--- src/design/dar_pkg.sv ---
// Shared types and constants for the DNS A-record responder.
// No dependencies; imported by the front, queue, back and top-level modules.
`default_nettype none

package dar_pkg;

   // Default sizing
   localparam int MaxPacketDef  = 512;
   localparam int QueueDepthDef = 4;

   // Command kinds passed from the front to the back
   localparam logic [1:0] KIND_BYTE = 2'd0;  // one response byte
   localparam logic [1:0] KIND_MARK = 2'd1;  // bare end marker
   localparam logic [1:0] KIND_HDR  = 2'd2;  // twelve header bytes
   localparam logic [1:0] KIND_ANS  = 2'd3;  // last QCLASS byte plus the A record

   // Status codes reported on the final result of a packet
   localparam logic [1:0] ST_OK    = 2'd0;
   localparam logic [1:0] ST_SHORT = 2'd1;
   localparam logic [1:0] ST_TRUNC = 2'd2;

   // One queued command; hdr[0] is the first header byte
   typedef struct packed {
      logic [1:0]       kind;
      logic [7:0]       data;
      logic             last;
      logic [1:0]       status;
      logic [15:0]      qtype;
      logic [11:0][7:0] hdr;
   } dar_cmd_type;

endpackage

`default_nettype wire

--- src/design/dar_front.sv ---
// Front end: accepts query bytes, tracks header and question parsing,
// and issues one command per byte that causes results. Uses dar_pkg.
`default_nettype none

module dar_front
   import dar_pkg::*;
#(
   parameter int MAX_PACKET = MaxPacketDef
) (
   input  wire logic        clock,
   input  wire logic        reset,
   input  wire logic        accept,
   input  wire logic [7:0]  in_byte,
   input  wire logic        in_last,
   output dar_cmd_type      cmd,
   output logic             push
);

   localparam int PosW = $clog2(MAX_PACKET + 1);
   localparam logic [PosW-1:0] POS_MAX   = PosW'(MAX_PACKET);
   localparam logic [PosW-1:0] POS_LIMIT = PosW'(MAX_PACKET - 18);
   localparam logic [PosW-1:0] POS_HDR_END = PosW'(11);
   localparam logic [PosW-1:0] POS_HDR_LEN = PosW'(12);

   // Parse phases
   localparam logic [2:0] PH_IDLE = 3'd0;
   localparam logic [2:0] PH_LEN  = 3'd1;
   localparam logic [2:0] PH_BODY = 3'd2;
   localparam logic [2:0] PH_PTR  = 3'd3;
   localparam logic [2:0] PH_TAIL = 3'd4;
   localparam logic [2:0] PH_DROP = 3'd5;

   logic [7:0]      hold_ff [12];
   logic [PosW-1:0] pos_ff, pos_in;
   logic [2:0]      phase_ff, phase_in;
   logic [7:0]      remain_ff, remain_in;
   logic [2:0]      tail_ff, tail_in;
   logic [15:0]     qtype_ff, qtype_in;

   logic            has_q;
   logic [2:0]      tail_next;
   logic [15:0]     qtype_next;

   assign has_q = (hold_ff[4] | hold_ff[5]) != 8'h00;
   assign tail_next = tail_ff + 3'd1;

   // Capture QTYPE from the first two tail bytes
   always_comb begin
      case (tail_ff)
         3'd0:    qtype_next = {in_byte, 8'h00};
         3'd1:    qtype_next = {qtype_ff[15:8], in_byte};
         default: qtype_next = qtype_ff;
      endcase
   end

   // Build the response header from the held bytes and the current byte
   always_comb begin
      cmd = '0;
      for (int i = 0; i < 11; i++) begin
         cmd.hdr[i] = hold_ff[i];
      end
      cmd.hdr[2]  = hold_ff[2] | 8'h80;
      cmd.hdr[3]  = hold_ff[3] & 8'hF0;
      cmd.hdr[6]  = 8'h00;
      cmd.hdr[7]  = 8'h01;
      cmd.hdr[11] = in_byte;
      cmd.data    = in_byte;

      push      = 1'b0;
      phase_in  = phase_ff;
      pos_in    = pos_ff;
      remain_in = remain_ff;
      tail_in   = tail_ff;
      qtype_in  = qtype_ff;

      if (accept) begin
         if (phase_ff == PH_IDLE) begin
            if (pos_ff == POS_HDR_END) begin
               push     = 1'b1;
               cmd.kind = KIND_HDR;
               cmd.last = !has_q || in_last;
               cmd.status = ST_OK;
               phase_in = (!has_q || in_last) ? PH_DROP : PH_LEN;
            end else if (in_last) begin
               push       = 1'b1;
               cmd.kind   = KIND_MARK;
               cmd.last   = 1'b1;
               cmd.status = ST_SHORT;
            end
         end else if (phase_ff != PH_DROP) begin
            if (pos_ff > POS_LIMIT) begin
               // Answer would not fit: end with a marker, drop the rest
               push       = 1'b1;
               cmd.kind   = KIND_MARK;
               cmd.last   = 1'b1;
               cmd.status = ST_TRUNC;
               phase_in   = PH_DROP;
            end else begin
               push       = 1'b1;
               cmd.kind   = KIND_BYTE;
               cmd.last   = in_last;
               cmd.status = in_last ? ST_TRUNC : ST_OK;
               unique case (phase_ff)
                  PH_LEN: begin
                     if (in_byte == 8'h00) begin
                        phase_in = PH_TAIL;
                        tail_in  = 3'd0;
                     end else if ((in_byte & 8'hC0) == 8'hC0) begin
                        phase_in = PH_PTR;
                     end else begin
                        remain_in = in_byte;
                        phase_in  = PH_BODY;
                     end
                  end
                  PH_BODY: begin
                     remain_in = remain_ff - 8'd1;
                     if (remain_in == 8'd0) begin
                        phase_in = PH_LEN;
                     end
                  end
                  PH_PTR: begin
                     phase_in = PH_TAIL;
                     tail_in  = 3'd0;
                  end
                  PH_TAIL: begin
                     qtype_in = qtype_next;
                     tail_in  = tail_next;
                     if (tail_next >= 3'd4) begin
                        cmd.kind   = KIND_ANS;
                        cmd.last   = 1'b1;
                        cmd.status = ST_OK;
                        cmd.qtype  = qtype_next;
                        phase_in   = PH_DROP;
                     end else if (in_last && tail_next >= 3'd2) begin
                        cmd.qtype = qtype_next;
                     end
                  end
                  default: begin
                     push     = 1'b0;
                     phase_in = PH_DROP;
                  end
               endcase
            end
         end

         // End of packet clears parse state; otherwise advance the position
         if (in_last) begin
            pos_in    = '0;
            phase_in  = PH_IDLE;
            remain_in = 8'd0;
            tail_in   = 3'd0;
            qtype_in  = 16'd0;
         end else if (pos_ff != POS_MAX) begin
            pos_in = pos_ff + 1'b1;
         end
      end
   end

   // Control state
   always_ff @(posedge clock) begin
      if (reset) begin
         pos_ff    <= '0;
         phase_ff  <= PH_IDLE;
         remain_ff <= 8'd0;
         tail_ff   <= 3'd0;
         qtype_ff  <= 16'd0;
      end else begin
         pos_ff    <= pos_in;
         phase_ff  <= phase_in;
         remain_ff <= remain_in;
         tail_ff   <= tail_in;
         qtype_ff  <= qtype_in;
      end
   end

   // Hold the header bytes as they arrive
   always_ff @(posedge clock) begin
      if (accept && phase_ff == PH_IDLE && pos_ff < POS_HDR_LEN) begin
         hold_ff[pos_ff[3:0]] <= in_byte;
      end
   end

endmodule

`default_nettype wire

--- src/design/dar_queue.sv ---
// Short command queue between the front and back ends.
// Uses dar_pkg for the command type.
`default_nettype none

module dar_queue
   import dar_pkg::*;
#(
   parameter int DEPTH = QueueDepthDef
) (
   input  wire logic  clock,
   input  wire logic  reset,
   input  wire logic  push,
   input  dar_cmd_type push_data,
   input  wire logic  pop,
   output dar_cmd_type head,
   output logic       not_empty,
   output logic       full
);

   localparam int PtrW = (DEPTH > 1) ? $clog2(DEPTH) : 1;
   localparam int CntW = $clog2(DEPTH + 1);
   localparam logic [PtrW-1:0] PTR_LAST = PtrW'(DEPTH - 1);
   localparam logic [CntW-1:0] CNT_FULL = CntW'(DEPTH);

   dar_cmd_type      slot_ff [DEPTH];
   logic [PtrW-1:0]  wr_ff, wr_in;
   logic [PtrW-1:0]  rd_ff, rd_in;
   logic [CntW-1:0]  cnt_ff, cnt_in;
   logic             do_push, do_pop;

   assign not_empty = (cnt_ff != '0);
   assign full      = (cnt_ff == CNT_FULL);
   assign head      = slot_ff[rd_ff];
   assign do_push   = push && !full;
   assign do_pop    = pop && not_empty;

   // Advance pointers and occupancy
   always_comb begin
      wr_in  = wr_ff;
      rd_in  = rd_ff;
      cnt_in = cnt_ff;
      if (do_push) begin
         wr_in = (wr_ff == PTR_LAST) ? '0 : wr_ff + 1'b1;
      end
      if (do_pop) begin
         rd_in = (rd_ff == PTR_LAST) ? '0 : rd_ff + 1'b1;
      end
      if (do_push && !do_pop) begin
         cnt_in = cnt_ff + 1'b1;
      end else if (!do_push && do_pop) begin
         cnt_in = cnt_ff - 1'b1;
      end
   end

   always_ff @(posedge clock) begin
      if (reset) begin
         wr_ff  <= '0;
         rd_ff  <= '0;
         cnt_ff <= '0;
      end else begin
         wr_ff  <= wr_in;
         rd_ff  <= rd_in;
         cnt_ff <= cnt_in;
      end
   end

   // Store the incoming command
   always_ff @(posedge clock) begin
      if (do_push) begin
         slot_ff[wr_ff] <= push_data;
      end
   end

endmodule

`default_nettype wire

--- src/design/dar_back.sv ---
// Back end: expands queued commands into response bytes, one per cycle while
// rsp_stall is low, through a registered output stage. Uses dar_pkg.
`default_nettype none

module dar_back
   import dar_pkg::*;
(
   input  wire logic        clock,
   input  wire logic        reset,
   input  dar_cmd_type      head,
   input  wire logic        head_valid,
   output logic             pop,
   input  wire logic [31:0] answer_ipv4,
   input  wire logic [31:0] answer_ttl,
   output logic             rsp_valid,
   input  wire logic        rsp_stall,
   output logic [7:0]       rsp_out_byte,
   output logic             rsp_out_valid,
   output logic             rsp_out_last,
   output logic [1:0]       rsp_status,
   output logic [15:0]      rsp_qtype
);

   // Fixed A record: pointer, type, class, TTL, length, address
   function automatic logic [7:0] answer_byte(input logic [3:0] idx,
                                              input logic [31:0] ttl,
                                              input logic [31:0] ip);
      logic [7:0] b;
      case (idx)
         4'd0:    b = 8'hC0;
         4'd1:    b = 8'h0C;
         4'd2:    b = 8'h00;
         4'd3:    b = 8'h01;
         4'd4:    b = 8'h00;
         4'd5:    b = 8'h01;
         4'd6:    b = ttl[31:24];
         4'd7:    b = ttl[23:16];
         4'd8:    b = ttl[15:8];
         4'd9:    b = ttl[7:0];
         4'd10:   b = 8'h00;
         4'd11:   b = 8'h04;
         4'd12:   b = ip[31:24];
         4'd13:   b = ip[23:16];
         4'd14:   b = ip[15:8];
         default: b = ip[7:0];
      endcase
      return b;
   endfunction

   dar_cmd_type cur_ff, cur_in;
   logic        busy_ff, busy_in;
   logic [4:0]  cnt_ff, cnt_in;
   logic        valid_ff, valid_in;
   logic [7:0]  byte_ff, byte_in;
   logic        bvalid_ff, bvalid_in;
   logic        last_ff, last_in;
   logic [1:0]  status_ff, status_in;
   logic [15:0] qtype_ff, qtype_in;

   logic        load;
   logic        final_beat;
   logic [4:0]  last_idx;
   logic [3:0]  ans_idx;

   assign load    = busy_ff && (!valid_ff || !rsp_stall);
   assign ans_idx = 4'(cnt_ff - 5'd1);

   // Index of the final beat of the current command
   always_comb begin
      case (cur_ff.kind)
         KIND_HDR: last_idx = 5'd11;
         KIND_ANS: last_idx = 5'd16;
         default:  last_idx = 5'd0;
      endcase
   end

   assign final_beat = (cnt_ff == last_idx);
   assign pop = head_valid && (!busy_ff || (load && final_beat));

   // Form the result for the current beat
   always_comb begin
      byte_in   = cur_ff.data;
      bvalid_in = 1'b1;
      last_in   = 1'b0;
      status_in = ST_OK;
      qtype_in  = 16'd0;
      case (cur_ff.kind)
         KIND_BYTE: begin
            last_in   = cur_ff.last;
            status_in = cur_ff.status;
            qtype_in  = cur_ff.qtype;
         end
         KIND_MARK: begin
            byte_in   = 8'h00;
            bvalid_in = 1'b0;
            last_in   = 1'b1;
            status_in = cur_ff.status;
         end
         KIND_HDR: begin
            byte_in = cur_ff.hdr[cnt_ff[3:0]];
            last_in = final_beat && cur_ff.last;
         end
         default: begin
            if (cnt_ff != 5'd0) begin
               byte_in = answer_byte(ans_idx, answer_ttl, answer_ipv4);
            end
            if (final_beat) begin
               last_in  = 1'b1;
               qtype_in = cur_ff.qtype;
            end
         end
      endcase
   end

   // Step through beats and fetch the next command
   always_comb begin
      cur_in  = cur_ff;
      busy_in = busy_ff;
      cnt_in  = cnt_ff;
      if (pop) begin
         cur_in  = head;
         busy_in = 1'b1;
         cnt_in  = 5'd0;
      end else if (load && final_beat) begin
         busy_in = 1'b0;
      end else if (load) begin
         cnt_in = cnt_ff + 5'd1;
      end
   end

   // Output stage valid: set on load, clear once transferred
   always_comb begin
      valid_in = valid_ff;
      if (load) begin
         valid_in = 1'b1;
      end else if (!rsp_stall) begin
         valid_in = 1'b0;
      end
   end

   always_ff @(posedge clock) begin
      if (reset) begin
         busy_ff  <= 1'b0;
         cnt_ff   <= 5'd0;
         valid_ff <= 1'b0;
      end else begin
         busy_ff  <= busy_in;
         cnt_ff   <= cnt_in;
         valid_ff <= valid_in;
      end
   end

   // Payload registers
   always_ff @(posedge clock) begin
      cur_ff <= cur_in;
      if (load) begin
         byte_ff   <= byte_in;
         bvalid_ff <= bvalid_in;
         last_ff   <= last_in;
         status_ff <= status_in;
         qtype_ff  <= qtype_in;
      end
   end

   assign rsp_valid     = valid_ff;
   assign rsp_out_byte  = byte_ff;
   assign rsp_out_valid = bvalid_ff;
   assign rsp_out_last  = last_ff;
   assign rsp_status    = status_ff;
   assign rsp_qtype     = qtype_ff;

endmodule

`default_nettype wire

--- src/design/dns_a_record_responder_unit.sv ---
// DNS A-record responder: front parser, command queue, byte-expanding back end.
// A taken byte's command passes the queue, current-command and output registers.
// Throughput: one query byte per cycle in and one result per cycle out while the
// output is not stalled; the header (12 results) and answer (17 results) bursts
// drain at one per cycle; input stalls once the QUEUE_DEPTH-entry queue is full.
// Reset (synchronous): parse state, queue and output stage clear; registers reload.
`default_nettype none

module dns_a_record_responder_unit
   import dar_pkg::*;
#(
   parameter int MAX_PACKET  = MaxPacketDef,
   parameter int QUEUE_DEPTH = QueueDepthDef
) (
   input  wire logic        clock,
   input  wire logic        reset,
   // Query byte channel
   input  wire logic        req_valid,
   output logic             req_stall,
   input  wire logic [7:0]  req_in_byte,
   input  wire logic        req_in_last,
   // Response channel
   output logic             rsp_valid,
   input  wire logic        rsp_stall,
   output logic [7:0]       rsp_out_byte,
   output logic             rsp_out_valid,
   output logic             rsp_out_last,
   output logic [1:0]       rsp_status,
   output logic [15:0]      rsp_qtype,
   // Register port
   input  wire logic        csr_psel,
   input  wire logic        csr_penable,
   input  wire logic        csr_pwrite,
   input  wire logic [2:0]  csr_paddr,
   input  wire logic [31:0] csr_pwdata,
   output logic [31:0]      csr_prdata,
   output logic             csr_pready
);

   localparam logic       REG_IPV4 = 1'b0;
   localparam logic       REG_TTL  = 1'b1;
   localparam logic [31:0] IPV4_RESET = 32'h7F00_0001;
   localparam logic [31:0] TTL_RESET  = 32'd300;

   logic [31:0] ipv4_ff, ipv4_in;
   logic [31:0] ttl_ff, ttl_in;
   logic        cfg_write;

   dar_cmd_type front_cmd;
   logic        front_push;
   dar_cmd_type q_head;
   logic        q_not_empty;
   logic        q_full;
   logic        q_pop;
   logic        accept;

   assign csr_pready = 1'b1;
   assign cfg_write  = csr_psel && csr_penable && csr_pwrite && csr_pready;

   // Register writes
   always_comb begin
      ipv4_in = ipv4_ff;
      ttl_in  = ttl_ff;
      if (cfg_write) begin
         unique case (csr_paddr[2])
            REG_IPV4: ipv4_in = csr_pwdata;
            REG_TTL:  ttl_in  = csr_pwdata;
            default:  ipv4_in = ipv4_ff;
         endcase
      end
   end

   // Register reads
   always_comb begin
      unique case (csr_paddr[2])
         REG_IPV4: csr_prdata = ipv4_ff;
         REG_TTL:  csr_prdata = ttl_ff;
         default:  csr_prdata = 32'd0;
      endcase
   end

   always_ff @(posedge clock) begin
      if (reset) begin
         ipv4_ff <= IPV4_RESET;
         ttl_ff  <= TTL_RESET;
      end else begin
         ipv4_ff <= ipv4_in;
         ttl_ff  <= ttl_in;
      end
   end

   // Hold off input while the queue has no room
   assign req_stall = q_full;
   assign accept    = req_valid && !req_stall;

   dar_front #(
      .MAX_PACKET (MAX_PACKET)
   ) u_front (
      .clock   (clock),
      .reset   (reset),
      .accept  (accept),
      .in_byte (req_in_byte),
      .in_last (req_in_last),
      .cmd     (front_cmd),
      .push    (front_push)
   );

   dar_queue #(
      .DEPTH (QUEUE_DEPTH)
   ) u_queue (
      .clock     (clock),
      .reset     (reset),
      .push      (front_push),
      .push_data (front_cmd),
      .pop       (q_pop),
      .head      (q_head),
      .not_empty (q_not_empty),
      .full      (q_full)
   );

   dar_back u_back (
      .clock         (clock),
      .reset         (reset),
      .head          (q_head),
      .head_valid    (q_not_empty),
      .pop           (q_pop),
      .answer_ipv4   (ipv4_ff),
      .answer_ttl    (ttl_ff),
      .rsp_valid     (rsp_valid),
      .rsp_stall     (rsp_stall),
      .rsp_out_byte  (rsp_out_byte),
      .rsp_out_valid (rsp_out_valid),
      .rsp_out_last  (rsp_out_last),
      .rsp_status    (rsp_status),
      .rsp_qtype     (rsp_qtype)
   );

endmodule

`default_nettype wire
--- config.mk ---
export PLATFORM = sky130hd
export DESIGN_NAME = dns_a_record_responder_unit
export DESIGN_NICKNAME = d
export VERILOG_FILES = /design/src/design/dar_pkg.sv /design/src/design/dar_front.sv /design/src/design/dar_queue.sv /design/src/design/dar_back.sv /design/src/design/dns_a_record_responder_unit.sv
export SDC_FILE = /design/constraint.sdc
export NUM_CORES = 1
export LEC_CHECK = 0
export BUFFER_PORTS_ARGS = -buffer_cell sky130_fd_sc_hd__buf_2
export CORE_MARGIN = 2
export CORE_UTILIZATION = 45
export CTS_CLUSTER_DIAMETER = 200
export CTS_CLUSTER_SIZE = 28
export DETAILED_ROUTE_END_ITERATION = 10
export SLEW_MARGIN = 25
export SYNTH_ARGS = -nofsm -noshare
export SYNTH_HDL_FRONTEND = slang
export SYNTH_SLANG_ARGS = --single-unit
--- constraint.sdc ---
create_clock -name clock -period 7.2 [get_ports clock]
set_clock_uncertainty 0.2 [all_clocks]
set_input_delay 0.72 -clock clock [delete_from_list [all_inputs] [get_ports clock]]
set_output_delay 0.72 -clock clock [all_outputs]
set_load 0.02 [all_outputs]
# Yosys cells after proc, flatten, opt, wreduce, memory -nomap -nowiden

Memories as Yosys holds them, arrays and structs flattened. A register that Yosys moved wholly into a read port is not among the register bits.
Cells that the tools add are included.

Bitwise gates (word level): 3
$add $sub $neg: 9
Muxes and demuxes: 84
Reductions and logical operators: 55
$lt $le $gt $ge: 5
Eq/ne operators: 39

Operator list:

| kind                  | number |
|---|---|
| $mux 16               | 10 |
| $pmux 8 s12           | 1 |
| $mux 8                | 8 |
| $pmux 16 s2           | 2 |
| $pmux 32 s2           | 1 |
| $mux 3                | 21 |
| $mux 19               | 3 |
| $bmux 8 s4            | 1 |
| $eq 4x4->1 const B    | 7 |
| $pmux 8 s3            | 1 |
| $mux 10               | 2 |
| $mux 2                | 10 |
| $mux 1                | 19 |
| $eq 4x3->1 const B    | 4 |
| $logic_not 8->1       | 2 |
| $pmux 8 s2            | 1 |
| $logic_and 1x1->1     | 14 |
| $pmux 3 s4            | 1 |
| $add 10x1->10 const B | 1 |
| $eq 10x4->1 const B   | 1 |
| $eq 2x2->1 const B    | 5 |
| $gt 10x9->1 const B   | 1 |
| $lt 10x4->1 const B   | 1 |
| $ne 10x10->1 const B  | 1 |
| 43 further kinds      | 77 |

Memories kept: 2
Register bits after elaboration: 178
Bits in writable memories: 512
Logic and storage cells: 219
Output and inout bits: 63

Memories:

| name            | depth | bits a word | rd ports | clocked after memory_dff | write ports | RTL line        | RTL |
|---|---|---|---|---|---|---|---|
| u_queue.slot_ff | 4     | 104         | 1        | 1                        | 1           | dar_queue.sv:25 | `dar_cmd_type slot_ff [DEPTH];` |
| u_front.hold_ff | 12    | 8           | 9        | 0                        | 1           | dar_front.sv:33 | `logic [7:0] hold_ff [12];` |

# Logic depth before layout (Yosys ltp)

Gate-level depths: netlist (run 1).

Word-level depth: 12
Depth in mapped cells: 14
Mapped depth without buffers: 11

# By module

From an unflattened synthesis (run 1), not the netlist that was laid out.

Cell total of the unflattened synthesis: 1,932
Area total of the unflattened synthesis: 33,756.1 um2

Modules (own cells, without submodules):

| module                      | area an instance (um2) | times used | cells each | sequential area each (um2) |
|---|---|---|---|---|
| dar_queue                   | 18,472.7               | 1          | 703        | 15,194.6 |
| dar_back                    | 7,131.8                | 1          | 474        | 4,734.5 |
| dar_front                   | 5,043.6                | 1          | 457        | 2,812.7 |
| dns_a_record_responder_unit | 3,108.0                | 1          | 298        | 1,281.2 |

# Worst setup path before layout (run 1)

OpenSTA, ideal clock, no wires.

Kind: input port to flip-flop
Start: input req_in_last
End: memory u_queue.slot_ff[0][0] (netlist bit), enable pin
Setup slack: 2.587 ns
Data arrival time: 3.948 ns
Setup time: 0.466 ns
Stages: 5
Buffers on the path: 2
Required time: 6.534 ns
Cell sequence: clkbuf_1 -> clkbuf_1 -> o21ai_0 -> a21oi_2 -> and2_1

Word-level cells in the longest chain between the ends: 7

Ends and longest elaborated chain:

| what                         | RTL line                          | RTL |
|---|---|---|
| from (decl)                  | dns_a_record_responder_unit.sv:21 | `input wire logic req_in_last,` |
| $mux 1                       | dar_front.sv:84                   | `end else if (in_last) begin` |
| $mux 1                       | dar_front.sv:78                   | `if (pos_ff == POS_HDR_END) begin` |
| $mux 1                       | dar_front.sv:77                   | `if (phase_ff == PH_IDLE) begin` |
| $mux 1                       | dar_front.sv:76                   | `if (accept) begin` |
| $logic_and 1x1->1            | dar_queue.sv:34                   | `assign do_push = push && !full;` |
| named net u_queue.do_push    | dar_queue.sv:29                   | `logic do_push, do_pop;` |
| $mux 1                       | dar_queue.sv:69                   | `if (do_push) begin` |
| $mux 1 (implied by the code) | dar_queue.sv:70                   | `slot_ff[wr_ff] <= push_data;` |
| to (decl)                    | dar_queue.sv:25                   |  |

The timed path passes the listed nets, and every way through them passes these cells.

# Final worst setup path (run 1)

Start: register u_back.cnt_ff[0]
End: register u_back.byte_ff[6], in the netlist u_back.rsp_out_byte[6] (data pin)

Word-level cells in the longest chain between the ends: 6

Ends and longest elaborated chain:

| what                                                         | RTL line        | RTL |
|---|---|---|
| from (decl)                                                  | dar_back.sv:52  | `logic [4:0] cnt_ff, cnt_in;` |
| from (signal assigned)                                       | dar_back.sv:148 | `cnt_ff <= cnt_in;` |
| $sub 4x1->4 *                                                | dar_back.sv:66  | `assign ans_idx = 4'(cnt_ff - 5'd1);` |
| named net u_back.ans_idx[0]                                  | dar_back.sv:63  | `logic [3:0] ans_idx;` |
| $eq 4x2->1, or another cell as far along                     | dar_back.sv:29  | `case (idx)` |
| $reduce_or 3->1 (no line) or $reduce_or 2->1 (tied branches) | -               |  |
| $pmux 8 s12 *                                                | dar_back.sv:29  |  |
| $mux 8 *                                                     | dar_back.sv:104 | `if (cnt_ff != 5'd0) begin` |
| $pmux 8 s3 *                                                 | dar_back.sv:87  | `case (cur_ff.kind)` |
| named net u_back.byte_in[6]                                  | dar_back.sv:54  | `logic [7:0] byte_ff, byte_in;` |
| to (signal assigned)                                         | dar_back.sv:157 | `byte_ff <= byte_in;` |
| to (decl)                                                    | dar_back.sv:54  |  |

Mark *: on every way through the listed nets, which the timed path passes. The rest lies on a longest branch. The select of a mux whose other input is x is not followed.
A chain may end at the register's enable or synchronous reset.

==> impl_metrics.json, run 1 <==
{
  "outcome": "finished clean",
  "post-synth-top-count-cell": "edfxtp_1",
  "busiest_layer": "met2",
  "antenna_found_initial": 0,
  "synth.ff_latch_count": 693,
  "min_period_over_period_pct": 60.82,
  "final.setup.worst_slack_ps": 2821,
  "yosys-top-cells-count": "edfxtp_1, nand2_1, dfxtp_1",
  "antenna_cells": 0,
  "root_buffer": "clkbuf_16",
  "pin_count": 114,
  "endpoint_kind": "flop",
  "grt_max_degree": 84,
  "cts_resized": 0,
  "drive_gt1_share_pct": 18.39,
  "fillers": 5036,
  "dpl.cell_count": 2557,
  "grt_pass1_wl_um": 93810,
  "path_max_fanout": 25,
  "synth_top_area_cell": "edfxtp_1",
  "pre_cts_slack_ps": 2955,
  "core_sq_um": 60470,
  "first_pass_iters": 8,
  "maxCapViolations": 0,
  "drc": 0,
  "synthToLayoutAreaGrowth_pct": 7.959,
  "synth_top_cells_by_area": "edfxtp_1, mux4_2, dfxtp_1, nand2_1, a21oi_1",
  "required_ps": 7360,
  "power_density_nw_per_um2": 312.8,
  "netlist.area_leader.share_pct": 62.66,
  "synth_fp_nets": 1811,
  "leakage_nw": 9.512,
  "combPwrFrac_pct": 22.0,
  "stdcell_area_sq_um": 29750,
  "post_cts_buffers": 0,
  "crit_arrival_ps": 4540,
  "gp_congestion": 0.8624,
  "critical_path_class": "flop to flop",
  "syn-cell-area_sq_um": 27560,
  "drt_wl_total_um": 62390,
  "dpl-instance-area_sq_um": 28930,
  "initial_core_util_pct": 45.57,
  "grt-ovfl-total": 0,
  "ys_seq_area_share_pct": 71.23,
  "setup_viol": 0,
  "grtUsageMet3_pct": 2.208,
  "grt_pass1_vias": 15260,
  "synth_edf_count": 575,
  "num_rows": 90,
  "ant_nets": 0,
  "seqPwrFrac_pct": 57.3,
  "cts_made_buffers": 28,
  "rsz0062_at_grt": "no",
  "dp.final_hpwl_um": 38510,
  "via_per_inst": 5.783,
  "die_w_um": 251.5,
  "max_freq_mhz": 228.4,
  "clk_pin_slew_worst_paths_ps": 120,
  "p_int_mw": 6.646,
  "postCtsHoldBufs": 0,
  "vias": 15090,
  "dieArea_sq_um": 63230,
  "drt_iter0_drc": 1392,
  "power.switching_mw": 2.661,
  "clock_latency_ps": 630,
  "synth_area_per_cell_sq_um": 15.85,
  "ys_types": 77,
  "synthCells": 1739,
  "tns_ps": 0,
  "report.final.slew_viol_count": 0,
  "worstSetupStartpointType": "flop",
  "cts_sinks": 693,
  "h-tree-depth": 1,
  "min_path_cells": 3,
  "final_cells": 2609,
  "grtUsageTotal_pct": 19.67,
  "finalHoldViolCount": 0,
  "slew-limit-headroom_pct": 33.02,
  "synth_ff_type": "edfxtp_1",
  "clock_power_share_pct": 20.7,
  "ff2ff_path_depth": 8,
  "cts_buffer_depth": 3,
  "worst_slew_pin_slew_ps": 997.0,
  "die_h_um": 251.5,
  "p_sw_share_pct": 28.59,
  "cts_tree": "built",
  "layout_min_cycle_time_ps": 4379,
  "use_met2_pct": 34.25,
  "avgRoutedWirePerCell_um": 23.91,
  "ys_async_sr_fraction_pct": 0,
  "yosysWarnings": 0,
  "min_path_type": "input port to flop",
  "peakVddDrop_v": 0.0002099,
  "numPortBuffers": 110,
  "final_nets": 1877,
  "grt_util_met1_pct": 26.29
}
[critical path, cell delays in order, from the launching register on]
cell and delay (ps):
dfxtp_2 330, inv_1 220, ha_1 850, nor2b_1 530, o21ai_1 310, o21ai_0 400
nor3_1 250, a2111oi_0 900, o22ai_1 130
[flip-flops by register name, indices dropped and copies added (netlist names), 5 cells and up]
| signal | flops |
|---|---|
| u_queue.slot_ff | 384 |
| u_back.cur_ff | 96 |
| u_front.hold_ff | 67 |
| ipv4_ff | 32 |
| ttl_ff | 32 |
| u_back.rsp_qtype | 16 |
| u_front.qtype_ff | 16 |
| u_front.pos_ff | 10 |
| u_back.rsp_out_byte | 8 |
| u_front.remain_ff | 8 |
| u_back.cnt_ff | 5 |
[cells in the final DEF, fill, tap and decap left out, types with 34 or more instances in the layout]
| cell | count |
|---|---|
| edfxtp_1 | 575 |
| nor2_1 | 73 |
| buf_2 | 109 |
| nand2_1 | 170 |
| mux4_2 | 107 |
| o21ai_0 | 35 |
| nor2b_1 | 34 |
| a21oi_1 | 113 |
| mux2_2 | 37 |
| dfxtp_1 | 115 |
[metrics by stage]
step           utilization, %  power, mW  hold WS [ps]
2_1_floorplan               -      6.756         231.5
3_3_place_gp            47.84      7.482         237.1
3_5_place_dp            47.84      7.527         242.6
4_1_cts                 49.19      9.428         81.60
5_1_grt                 49.20      9.727         103.3
6_report                49.20      9.306         109.7
[layout make-up]
class / count / area (sq um) / area share [%]
Clock buffer: 51 / 808.3 / 2.717
Clock inverter: 1 / 8.758 / 0.02944
Inverter: 26 / 97.59 / 0.3280
Multi-Input combinational cell: 920 / 7456 / 25.06
Sequential cell: 693 / 19640 / 66.01
Tap cell: 782 / 978.4 / 3.289
Timing Repair Buffer: 136 / 764.5 / 2.570
[final timing paths]
path,to,from,slack (ps)
setup / recovery,u_back.rsp_out_byte[6],u_back.cnt_ff[0],2820
hold / removal,ipv4_ff[30],csr_pwdata[30],110
hold reg to reg,u_front.qtype_ff[10],u_front.qtype_ff[10],260
setup reg to reg,u_back.rsp_out_byte[6],u_back.cnt_ff[0],2820
[power by group through the flow]
stage	combinational [mW]	clock, mW	sequential, mW
global route	2.23	2.11	5.39
global placement	2.07	0	5.41
detailed placement	2.09	0	5.43
floorplan	1.40	0	5.35
finish	2.05	1.92	5.33
CTS	2.10	1.99	5.34
[cell families (layout without fill, tap and decap cells)]
logic type,count (synthesis),count (layout),synth area share (%)
XOR/XNOR,16,16,0.5085
adder cells (fa/ha/maj),21,21,0.9807
other,1,1,0.01361
buffers and inverters,126,214,1.839
multiplexers,174,174,11.35
AND/OR/NAND/NOR,439,439,7.877
flip-flops,693,693,71.23
AO/OA/AOI/OAI,269,269,6.207
[per-layer routing]
layer / vias to the layer above / share of wire, %
li1: 6839 / -
met1: 7757 / 43
met2: 415 / 50
met3: 76 / 4.7
met4: 0 / 2.4
met5: - / 0
(Power assumes the default switching activity.)
==> run 2: changes to the inputs <==
- clock period: 7.2 -> 4 ns (I/O delays scaled with it)
==> run 2 against run 1 <==
Effect of this change:
- power rose by 81%
- non-clock buffer count rose by 61
- combinational power rose by 84%
- first-iteration DRC count fell by 7.4%
- cell count rose by 2.4%
- hold slack got worse by 6.7 ps
- via count rose by 1.8%
- register-to-register slack got worse by 2300 ps
- setup slack got worse by 2300 ps
- clock power rose by 80%
- largest cell class unchanged
- critical endpoint is now u_back.rsp_out_byte[7]
- largest power group unchanged
- sequential power rose by 80%
- sequential cell count did not move
- critical path type unchanged
==> impl_metrics.json, run 2 (same netlist as run 1, synthesis figures left out) <==
{
  "outcome": "finished clean",
  "pin_count": 114,
  "via_per_inst": 5.753,
  "grt_pass1_wl_um": 95700,
  "r2r_setup_slack_ps": 520,
  "cts_buffer_depth": 3,
  "stdcell_area_sq_um": 30480,
  "multi_input_comb_area_sq_um": 7456,
  "drt_wl_total_um": 63240,
  "setup_viol": 0,
  "first_pass_iters": 5,
  "ant_nets": 0,
  "worstSetupStartpointType": "flop",
  "cts_made_buffers": 28,
  "gp_congestion": 0.9173,
  "grtUsageTotal_pct": 19.92,
  "pre_cts_slack_ps": 560.9,
  "slew-limit-headroom_pct": 33.25,
  "finalHoldViolCount": 0,
  "setup.worst_path.start": "u_back.cnt_ff[0]",
  "min_path_cells": 1,
  "path_max_fanout": 15,
  "final_cell_mix": "edfxtp_1, nand2_1, dfxtp_1",
  "report.final.slew_viol_count": 0,
  "grt_pass1_vias": 15390,
  "final_nets": 1938,
  "vias": 15370,
  "crit_arrival_ps": 3750,
  "holdPathEnd": "u_front.hold_ff[9][1]",
  "num_rows": 90,
  "largest_reg_flops": 384,
  "rsz0062_at_grt": "no",
  "root_buffer": "clkbuf_16",
  "p_total_mw": 16.83,
  "die_w_um": 251.5,
  "min_path_type": "input port to flop",
  "hold_start": "req_in_byte[1]",
  "required_ps": 4270,
  "core_sq_um": 60470,
  "grt_max_degree": 104,
  "final.setup.worst_slack_ps": 523.8,
  "r2r_end": "u_back.rsp_out_byte[7]",
  "peakVddDrop_v": 0.0004281,
  "dieArea_sq_um": 63230,
  "layout_min_cycle_time_ps": 3476,
  "leakage_nw": 9.840,
  "post_cts_buffers": 0,
  "critical_path_class": "flop to flop",
  "clk_pin_slew_worst_paths_ps": 120,
  "regMostFlops": "u_queue.slot_ff",
  "worst_slew_pin_slew_ps": 1001,
  "synthToLayoutAreaGrowth_pct": 10.60,
  "tns_ps": 0,
  "cts_sinks": 693,
  "endpoint_kind": "flop",
  "max_freq_mhz": 287.7,
  "drive_gt1_share_pct": 19.28,
  "ff2ff_path_depth": 10,
  "dp.final_hpwl_um": 40590,
  "h-tree-depth": 1,
  "initial_core_util_pct": 45.57,
  "min_period_over_period_pct": 86.91,
  "seq_area_sq_um": 19640,
  "avgRoutedWirePerCell_um": 23.68,
  "fillers": 4940,
  "dpl-instance-area_sq_um": 29330,
  "regToRegStartpoint": "u_back.cnt_ff[0]",
  "drt_iter0_drc": 1289,
  "maxCapViolations": 0,
  "die_h_um": 251.5,
  "numPortBuffers": 110,
  "cts_tree": "built",
  "grt-ovfl-total": 0,
  "whs_ps": 103.0,
  "antenna_found_initial": 2,
  "power_density_nw_per_um2": 552.4,
  "final_common_cell": "edfxtp_1",
  "drc": 0,
  "clock_latency_ps": 620
}
-- run 2: cell count changes in the layout (fill, tap and decap cells not counted) --
cell / delta
buf_4: +14
buf_12: +15
dlygate4sd3_1: +33
buf_6: -1
diode_2: +1
-- run 2: worst max-delay path by stage --
stage                             end  slack [ps]  cells after the start
2_1_floorplan   u_queue.slot_ff[0][0]         440                      5
3_3_place_gp        u_queue.cnt_ff[2]         650                     10
3_5_place_dp   u_back.rsp_out_byte[7]         560                     10
4_1_cts        u_back.rsp_out_byte[7]         530                     10
5_1_grt        u_back.rsp_out_byte[6]         290                     10
6_report       u_back.rsp_out_byte[7]         520                     10
-- run 2: timing repair --
action | 4_1_cts | 5_1_grt
hold endpoints to repair | 74 | 0
resized for setup | 0 | 0
hold buffers | 33 | 0
-- run 2: cell type report --
cell class	count	area share (%)
well taps	782	3.210
clock inverters	1	0.02874
multi-input cells	920	24.46
repair buffers	197	4.885
clock buffers	51	2.652
diodes	1	0.008211
inverters	26	0.3202
flip-flops and latches	693	64.43
-- run 2: metrics by stage --
step           utilization, %  instances
6_report                50.40       2671
5_1_grt                 50.40       2670
4_1_cts                 50.40       2670
3_5_place_dp            48.50       2585
3_3_place_gp            48.50       2585
2_1_floorplan               -       1739
-- run 2: layer usage --
metal  track usage, %  wire length [um]
met3            2.084              2520
met5                0                15
met2            34.79             31870
met4            4.133              1091
met1            27.26             27750
-- run 2: worst max-delay path, cell delays in order, from the launching register on --
cell	delay (ps)
dfxtp_2	550
inv_1	110
buf_4	180
ha_1	280
or3b_2	480
a21oi_1	180
a211oi_1	100
nor3_1	640
a2111oi_0	260
buf_4	200
o21ai_0	170
-- run 2: where the power goes --
| part | switching [mW] | total (mW) | internal, mW | leakage [nW] |
|---|---|---|---|---|
| registers | 0.518 | 9.61 | 9.09 | 6.25 |
| clock network | 2.06 | 3.45 | 1.39 | 0.388 |
| logic | 2.19 | 3.78 | 1.59 | 3.20 |
| total | 4.77 | 16.8 | 12.1 | 9.84 |
==> run 3: changes to the inputs <==
- CORE_UTILIZATION: 45 -> 55
- PLACE_DENSITY: default -> 0.75
- SKIP_LAST_GASP: default -> 1
==> run 3 against run 2 <==
Effect of this change:
- combinational power hardly changed
- register-to-register slack lost 120 ps
- sequential power rose by 0.9%
- critical path depth is the same
- fmax is 3.3% lower
- cell count fell by 4.7%
- core utilization increased by 10 points
==> impl_metrics.json, run 3 (same netlist as run 1, synthesis figures left out) <==
{
  "combPwrFrac_pct": 22.3,
  "avgRoutedWirePerCell_um": 23.98,
  "path_cells": "or4_1 -> o41ai_1 -> o21ai_0 -> a21oi_2 -> ha_1 -> inv_1 -> fa_1 -> xor2_1 -> or3_1 -> a21oi_1",
  "cts_tree": "built",
  "path_max_fanout": 7,
  "whs_ps": 90.89,
  "antenna_cells": 0,
  "hold_start": "req_in_byte[0]",
  "grt_max_degree": 104,
  "min_path_type": "input port to flop",
  "setup.worst_path.start": "u_front.pos_ff[5]",
  "finalHoldViolCount": 0,
  "r2r_setup_slack_ps": 410,
  "layout_min_cycle_time_ps": 3594,
  "pin_count": 114,
  "cts_sinks": 693,
  "antenna_found_initial": 0,
  "critical_path_class": "flop to flop",
  "largest_reg_flops": 384,
  "cp_top_family": "compound AO/OA/AOI/OAI gates",
  "rsz0062_at_grt": "no",
  "drt_wl_total_um": 61050,
  "power_density_nw_per_um2": 558.1,
  "power.switching_mw": 4.768,
  "drc": 0,
  "slowest_delay_ps": 590,
  "grt_pass1_vias": 15470,
  "root_buffer": "clkbuf_16",
  "gp_congestion": 0.9487,
  "initial_core_util_pct": 55.38,
  "drive_gt1_share_pct": 18.68,
  "regMostFlops": "u_queue.slot_ff",
  "min_path_cells": 1,
  "vias": 15670,
  "dp.final_hpwl_um": 39120,
  "maxCapViolations": 0,
  "clk_pin_slew_worst_paths_ps": 110,
  "cts_buffer_depth": 3,
  "p_total_mw": 16.85,
  "final_common_cell": "edfxtp_1",
  "leakage_nw": 9.758,
  "clock_latency_ps": 610,
  "synthToLayoutAreaGrowth_pct": 9.553,
  "endpoint_kind": "flop",
  "seqPwrFrac_pct": 57.5,
  "critPathSlowestCell": "or4_1",
  "cp_num_cells": 10,
  "post_cts_buffers": 0,
  "final_nets": 1924,
  "required_ps": 4330,
  "die_h_um": 227.8,
  "crit_arrival_ps": 3920,
  "p_int_mw": 12.08,
  "tns_ps": 0,
  "final_cell_mix": "edfxtp_1, nand2_1, dfxtp_1",
  "via_per_inst": 6.156,
  "holdPathEnd": "u_queue.slot_ff[2][94]",
  "slew-limit-headroom_pct": 32.90,
  "ant_nets": 0,
  "worst_slew_pin_slew_ps": 1006,
  "numPortBuffers": 110,
  "max_freq_mhz": 278.2,
  "core_sq_um": 49760,
  "critPathBufInv": 1,
  "clock_power_share_pct": 20.1,
  "grt_pass1_wl_um": 93270,
  "drt_iter0_drc": 1742,
  "cts_made_buffers": 28,
  "num_rows": 82,
  "peakVddDrop_v": 0.0006805,
  "outcome": "finished clean",
  "cts_resized": 0,
  "worstSetupStartpointType": "flop",
  "r2r_end": "u_queue.cnt_ff[2]",
  "h-tree-depth": 1,
  "grtUsageTotal_pct": 23.37,
  "setup_viol": 0,
  "die_w_um": 227.8,
  "first_pass_iters": 7,
  "min_period_over_period_pct": 89.86,
  "grt-ovfl-total": 0,
  "report.final.slew_viol_count": 0,
  "dieArea_sq_um": 51910,
  "p_sw_share_pct": 28.30,
  "regToRegStartpoint": "u_front.pos_ff[5]",
  "ff2ff_path_depth": 10
}
run 3: changes by cell type in the layout (fill, tap and decap cells not counted), sizes merged:
cell   change
diode      -1
buf       -14
run 3: repair_timing:
action                                 4_1_cts  5_1_grt
setup endpoints to repair                    0        0
endpoints found under the hold margin       65        0
hold buffers                                33        0
run 3: area by class of cell:
type	count	area [sq um]
repair buffers	183	1341
well taps	672	840.8
multi-input cells	920	7456
fillers	3527	19570
clock inverters	1	8.758
clock buffers	51	808.3
flip-flops and latches	693	19640
inverters	26	97.59
run 3: power groups by stage:
stage | registers [mW] | logic (mW) | clock network (mW)
floorplan | 9.61 | 2.53 | 0
global placement | 9.81 | 3.64 | 0
detailed placement | 9.86 | 3.70 | 0
CTS | 9.71 | 3.75 | 3.47
global route | 9.80 | 4.02 | 3.71
finish | 9.70 | 3.76 | 3.39
run 3: layer usage:
metal	global-route usage, %	up-vias	wire length (um)
li1	-	6926	-
met1	32.33	8021	25220
met2	40.00	618	30730
met3	2.238	107	3395
met4	6.538	0	1708
met5	0	-	0
run 3: worst reg2reg max path: stages (launching register included):
cell,delay (ps)
dfxtp_1,370
or4_1,590
o41ai_1,430
o21ai_0,200
a21oi_2,350
ha_1,260
inv_1,70
fa_1,420
xor2_1,170
or3_1,310
a21oi_1,150
run 3: stage by stage:
step,utilization [%],instance area [sq um],std cells,setup slack (ps)
3_3_place_gp,58.31,29020,2460,486.8
6_report,60.67,30190,2546,405.7
5_1_grt,60.67,30190,2546,129.1
2_1_floorplan,-,27570,1739,442.5
3_5_place_dp,58.31,29020,2460,428.7
4_1_cts,60.62,30160,2545,376.7
run 3: how the worst max path moves through the flow:
stage,to,slack (ps)
CTS,u_queue.cnt_ff[2],380
floorplan,u_queue.slot_ff[0][0],440
global placement,u_queue.cnt_ff[2],490
finish,u_queue.cnt_ff[2],410
global route,u_queue.cnt_ff[2],130
detailed placement,u_queue.cnt_ff[2],430
